--- src/sv/ppte_pkg.sv ---
package ppte_pkg;

  // Field widths of the item and result channels
  localparam int unsigned KIND_W  = 1;
  localparam int unsigned SEG_W   = 6;
  localparam int unsigned AXIS_W  = 2;
  localparam int unsigned IDX_W   = 3;
  localparam int unsigned COEF_W  = 32;
  localparam int unsigned TIME_W  = 24;
  localparam int unsigned ORDER_W = 3;

  // Number of axes per segment
  localparam int unsigned AXES = 3;

  // Item kinds
  localparam logic [KIND_W-1:0] KIND_WRITE = 1'b0;
  localparam logic [KIND_W-1:0] KIND_EVAL  = 1'b1;

  // Axis codes
  localparam logic [AXIS_W-1:0] AXIS_X = 2'd0;
  localparam logic [AXIS_W-1:0] AXIS_Z = 2'd2;

  // Derivative order after reset
  localparam logic [ORDER_W-1:0] ORDER_RESET = 3'd3;

  // Commands from the controller to the datapath
  typedef struct packed {
    logic              wr;       // write transfer on the item channel
    logic              capture;  // evaluate transfer: latch segment and time
    logic              rd;       // read one coefficient
    logic [AXIS_W-1:0] axis;     // axis under evaluation
    logic [IDX_W-1:0]  idx;      // coefficient index to read or finish
    logic              load;     // accumulator takes the read coefficient
    logic              mul;      // product register takes acc * t
    logic              add;      // accumulator takes rescaled product plus coefficient
    logic              publish;  // result registers go to the output register
  } ppte_cmd_t;

endpackage

--- src/sv/ppte_ctrl.sv ---
module ppte_ctrl import ppte_pkg::*; #(
  parameter int unsigned MAX_COEFFS = 8
) (
  input  logic               clk_i,
  input  logic               rst_ni,
  input  logic               in_valid_i,
  input  logic [KIND_W-1:0]  in_kind_i,
  output logic               in_ready_o,
  input  logic               seg_ok_i,
  output logic               out_valid_o,
  input  logic               out_ready_i,
  input  logic               cfg_valid_i,
  input  logic [ORDER_W-1:0] cfg_data_i,
  output ppte_cmd_t          cmd_o
);

  typedef enum logic [2:0] {
    ST_IDLE,
    ST_LOAD_RD,
    ST_LOAD_ACC,
    ST_MUL,
    ST_ADD,
    ST_FINISH
  } state_e;

  state_e             state_q;
  logic [AXIS_W-1:0]  axis_q;
  logic [IDX_W-1:0]   j_q;
  logic [ORDER_W-1:0] order_q;
  logic               out_valid_q;

  logic [ORDER_W-1:0] ord_eff;
  logic [ORDER_W:0]   n_raw;
  logic [ORDER_W:0]   n_use;
  logic [IDX_W-1:0]   top_idx;
  logic               in_xfer;
  logic               out_free;

  // Coefficient count: 2 * order, order zero acting as one, capped at MAX_COEFFS
  assign ord_eff = (order_q == '0) ? ORDER_W'(1) : order_q;
  assign n_raw   = {ord_eff, 1'b0};
  assign n_use   = (32'(n_raw) > MAX_COEFFS) ? (ORDER_W+1)'(MAX_COEFFS) : n_raw;
  assign top_idx = IDX_W'(n_use - 1'b1);

  assign in_ready_o  = (state_q == ST_IDLE);
  assign in_xfer     = in_valid_i && in_ready_o;
  assign out_free    = !out_valid_q || out_ready_i;
  assign out_valid_o = out_valid_q;

  // Decode commands from state
  always_comb begin
    cmd_o         = '0;
    cmd_o.axis    = axis_q;
    cmd_o.idx     = (state_q == ST_LOAD_RD) ? top_idx : j_q;
    cmd_o.wr      = in_xfer && (in_kind_i == KIND_WRITE);
    cmd_o.capture = in_xfer && (in_kind_i == KIND_EVAL);
    cmd_o.rd      = (state_q == ST_LOAD_RD) || (state_q == ST_MUL);
    cmd_o.load    = (state_q == ST_LOAD_ACC);
    cmd_o.mul     = (state_q == ST_MUL);
    cmd_o.add     = (state_q == ST_ADD);
    cmd_o.publish = (state_q == ST_FINISH) && out_free;
  end

  // Sequence three axes of Horner steps, hold the result until taken
  always_ff @(posedge clk_i or negedge rst_ni) begin
    if (!rst_ni) begin
      state_q     <= ST_IDLE;
      axis_q      <= AXIS_X;
      j_q         <= '0;
      order_q     <= ORDER_RESET;
      out_valid_q <= 1'b0;
    end else begin
      if (cfg_valid_i) begin
        order_q <= cfg_data_i;
      end
      // Raise valid on publish, drop it once the transfer is taken
      if (cmd_o.publish) begin
        out_valid_q <= 1'b1;
      end else if (out_valid_q && out_ready_i) begin
        out_valid_q <= 1'b0;
      end
      unique case (state_q)
        ST_IDLE: begin
          if (in_xfer && (in_kind_i == KIND_EVAL)) begin
            axis_q  <= AXIS_X;
            state_q <= seg_ok_i ? ST_LOAD_RD : ST_FINISH;
          end
        end
        ST_LOAD_RD: begin
          state_q <= ST_LOAD_ACC;
        end
        ST_LOAD_ACC: begin
          j_q     <= top_idx - 1'b1;
          state_q <= ST_MUL;
        end
        ST_MUL: begin
          state_q <= ST_ADD;
        end
        ST_ADD: begin
          if (j_q == '0) begin
            if (axis_q == AXIS_Z) begin
              state_q <= ST_FINISH;
            end else begin
              axis_q  <= axis_q + 1'b1;
              state_q <= ST_LOAD_RD;
            end
          end else begin
            j_q     <= j_q - 1'b1;
            state_q <= ST_MUL;
          end
        end
        ST_FINISH: begin
          if (out_free) begin
            state_q <= ST_IDLE;
          end
        end
        default: begin
          state_q <= ST_IDLE;
        end
      endcase
    end
  end

endmodule

--- config.mk ---
export PLATFORM = sky130hd
export DESIGN_NAME = ppte_ctrl
export DESIGN_NICKNAME = d
export VERILOG_FILES = /design/src/sv/ppte_pkg.sv /design/src/sv/ppte_ctrl.sv
export SDC_FILE = /design/constraint.sdc
export NUM_CORES = 1
export LEC_CHECK = 0
export BUFFER_PORTS_ARGS = -buffer_cell sky130_fd_sc_hd__buf_2
export CAP_MARGIN = 40
export CORE_UTILIZATION = 36
export CTS_CLUSTER_DIAMETER = 50
export CTS_CLUSTER_SIZE = 14
export DETAILED_ROUTE_END_ITERATION = 8
export HOLD_SLACK_MARGIN = 0.15
export SLEW_MARGIN = 20
export SYNTH_ARGS = -nofsm -noshare
export SYNTH_HDL_FRONTEND = slang
export SYNTH_SLANG_ARGS = --single-unit
--- constraint.sdc ---
create_clock -name clk_i -period 2.7 [get_ports clk_i]
set_clock_uncertainty 0.2 [all_clocks]
set_input_delay 0.405 -clock clk_i [delete_from_list [all_inputs] [get_ports clk_i]]
set_output_delay 0.405 -clock clk_i [all_outputs]
set_load 0.02 [all_outputs]
==> reports/summary.txt <==
Critical path class -> reg2reg
H-tree levels -> 1
TritonCTS buffer count -> 3
IO Port Bufs -> 23
Crit path to -> j_q[2]
Die height -> 46.5 um
Worst hold path class -> in2reg
Leakage -> 0.441 nW
I/O Pins -> 24
Status -> completed
Ant diodes -> 0
Placed insts -> 123
Placer congestion estimate -> 0.813
FMAX -> 436 MHz
Final period utilization -> 0.849
Worst-path clk slew -> 0.08 ns
Hold slack final -> 0.162 ns
Sequential fraction of the synthesis area -> 0.425
# clock sinks -> 12
Min Tclk post-route -> 2.29 ns
R2R Path End -> j_q[2]
Setup bufs post-CTS -> 0
Synth unique cells -> 33
Detailed placement HPWL -> 1090 um
Worst slew pin tran -> 0.396 ns
WL per Instance -> 11.0 um
Cts hold-fix bufs -> 2
CTS Buffer Depth -> 2
Antenna Nets Post-Route -> 0
Vias -> 644
First DRT Iteration DRCs -> 6
Clk root buf -> clkbuf_4
Reg2reg start -> state_q[0]
Post-Syn Nets -> 90
Total Neg Setup Slack -> 0 ns
Worst IR drop on VDD -> 0.506 mV
# resized after CTS -> 0
CP startpoint kind -> register
Multi-input logic area -> 363 um^2
Synth Area per Inst -> 9.14 um^2
Crit Path Max Fanout -> 12
Global-route wire length before repair -> 2280 um
Number of global-route vias before repair -> 562
Required time worst endpoint -> 2.67 ns
Worst r2r path cells -> 5
Mapped cell area -> 713 um^2
Yosys reg bits -> 12
Nets@finish -> 117
Max-cap violations -> 0
Synth warn -> 0
DRC -> 0
Drt first pass iters -> 3
Clk_lat worst skew -> 0.28 ns
Worst Setup SP -> state_q[0]
Placed Area -> 840 um^2
Ys flop type -> dfrtp_1
Layout filler cell count -> 180
EDFF count, synth -> 0
Slew Viols, Final -> 0
Worst path arrival time -> 2.26 ns
Drt total wl -> 1420 um
Finish-stage setup viols -> 0
CTS tree -> yes
CP Capture Type -> register
Register area -> 303 um^2
Die area -> 0.00216 mm^2
Ys async rst share -> 1.00
Total GRT Usage -> 0.152
DIE WIDTH -> 46.5 um
Rows -> 15
Slew headroom -> 0.736
Worst hold path startpoint -> cfg_data_i[0]
Post-Syn Instances -> 78
Largest net degree at the start of global routing -> 13
Area Overhead vs Synth -> 24.2%
Fin cells -> 129
P per Cell Area -> 1090 mW/mm^2
Initial antenna violation count -> 0
Initial Utilization -> 0.400
Fin. Hold Viols -> 0
Final instance area -> 886 um^2
RSZ-0062 raised after global routing -> no
Share of post-route cells with drive strength above 1 -> 0.317
R2R setup slack -> 0.41 ns
Setup WS pre-CTS -> 0.399 ns
Core area -> 0.00178 mm^2
Vias per inst -> 4.99
Worst Slack Setup Final -> 0.408 ns
Total gr overflow -> 0
==> Yosys cell counts (2+ instances only) <==
library cell | instances | share of area
a21oi_1 | 5 | 0.035
dfrtp_1 | 10 | 0.35
dfstp_2 | 2 | 0.074
ha_1 | 2 | 0.035
inv_1 | 3 | 0.016
mux2_2 | 2 | 0.032
mux2i_1 | 2 | 0.028
nand2_1 | 8 | 0.042
nand3_1 | 3 | 0.021
nor2_1 | 6 | 0.032
nor2b_1 | 3 | 0.026
nor3_1 | 3 | 0.021
o21ai_0 | 9 | 0.063
==> state kept, by name (all words and copies together), names as in the netlist <==
| register | flops |
|---|---|
| axis_q | 2 |
| j_q | 3 |
| order_q | 3 |
| out_valid_o | 1 |
| state_q | 3 |
==> power by group <==
part	leakage [nW]	internal, W	total (W)	switching, W
registers	0.148	0.000246	0.000332	0.0000862
clock network	0.0150	0.0000572	0.000117	0.0000601
logic	0.278	0.000210	0.000518	0.000307
total	0.441	0.000513	0.000967	0.000454
==> worst min-delay path by stage <==
| stage | cells after the start | to | slack [ns] |
|---|---|---|---|
| after floorplan | 0 | axis_q[0] | -0.09 |
| after global placement | 1 | order_q[2] | 0.11 |
| after detailed placement | 1 | order_q[2] | 0.11 |
| after CTS | 3 | order_q[0] | 0.16 |
| after global routing | 3 | order_q[0] | 0.16 |
| final | 3 | order_q[0] | 0.16 |
==> logic make-up (layout without fill, tap and decap cells) <==
family | count (synthesis) | count (layout) | synth area share
simple gates | 32 | 32 | 0.232
mux | 4 | 4 | 0.0596
fa+ha+maj | 2 | 2 | 0.0351
xor+xnor | 1 | 1 | 0.0123
flops | 12 | 12 | 0.425
compound gates | 20 | 20 | 0.170
buf+inv | 7 | 33 | 0.0667
==> final cells by class <==
class / instances / share of cell area
inverters: 4 / 0.0311
well taps: 25 / 0.0353
multi-input cells: 59 / 0.410
clock buffers: 4 / 0.0297
repair buffers: 25 / 0.153
flip-flops and latches: 12 / 0.342
==> stage by stage <==
stage	total power, W	utilization
global route	0.00106	0.497
CTS	0.000978	0.497
global placement	0.000849	0.471
floorplan	0.000717	-
detailed placement	0.000854	0.471
finish	0.000967	0.497
==> placed cells by master, fill, tap and decap left out, types with 2 or more instances in the layout <==
cell,instances
a21oi_1,5
buf_2,23
clkbuf_4,3
dfrtp_1,10
dfstp_2,2
dlygate4sd3_1,2
ha_1,2
inv_1,3
mux2_2,2
mux2i_1,2
nand2_1,8
nand3_1,3
nor2_1,6
nor2b_1,3
nor3_1,3
o21ai_0,9
==> layer usage <==
layer / GRT usage / share of wire / vias to the layer above / routed length [um]
li1: - / - / 329 / -
met1: 0.197 / 0.49 / 292 / 688
met2: 0.231 / 0.44 / 21 / 626
met3: 0.0353 / 0.059 / 2 / 84
met4: 0.0824 / 0.013 / 0 / 18
met5: 0 / 0 / - / 0
==> critical path, cell delays in order (launching register included) <==
cell	delay (ns)
dfrtp_1	0.50
or3b_1	0.60
o21ai_0	0.25
ha_1	0.22
o21bai_1	0.08
a221o_1	0.34
Power figures use the tool's default switching activity.
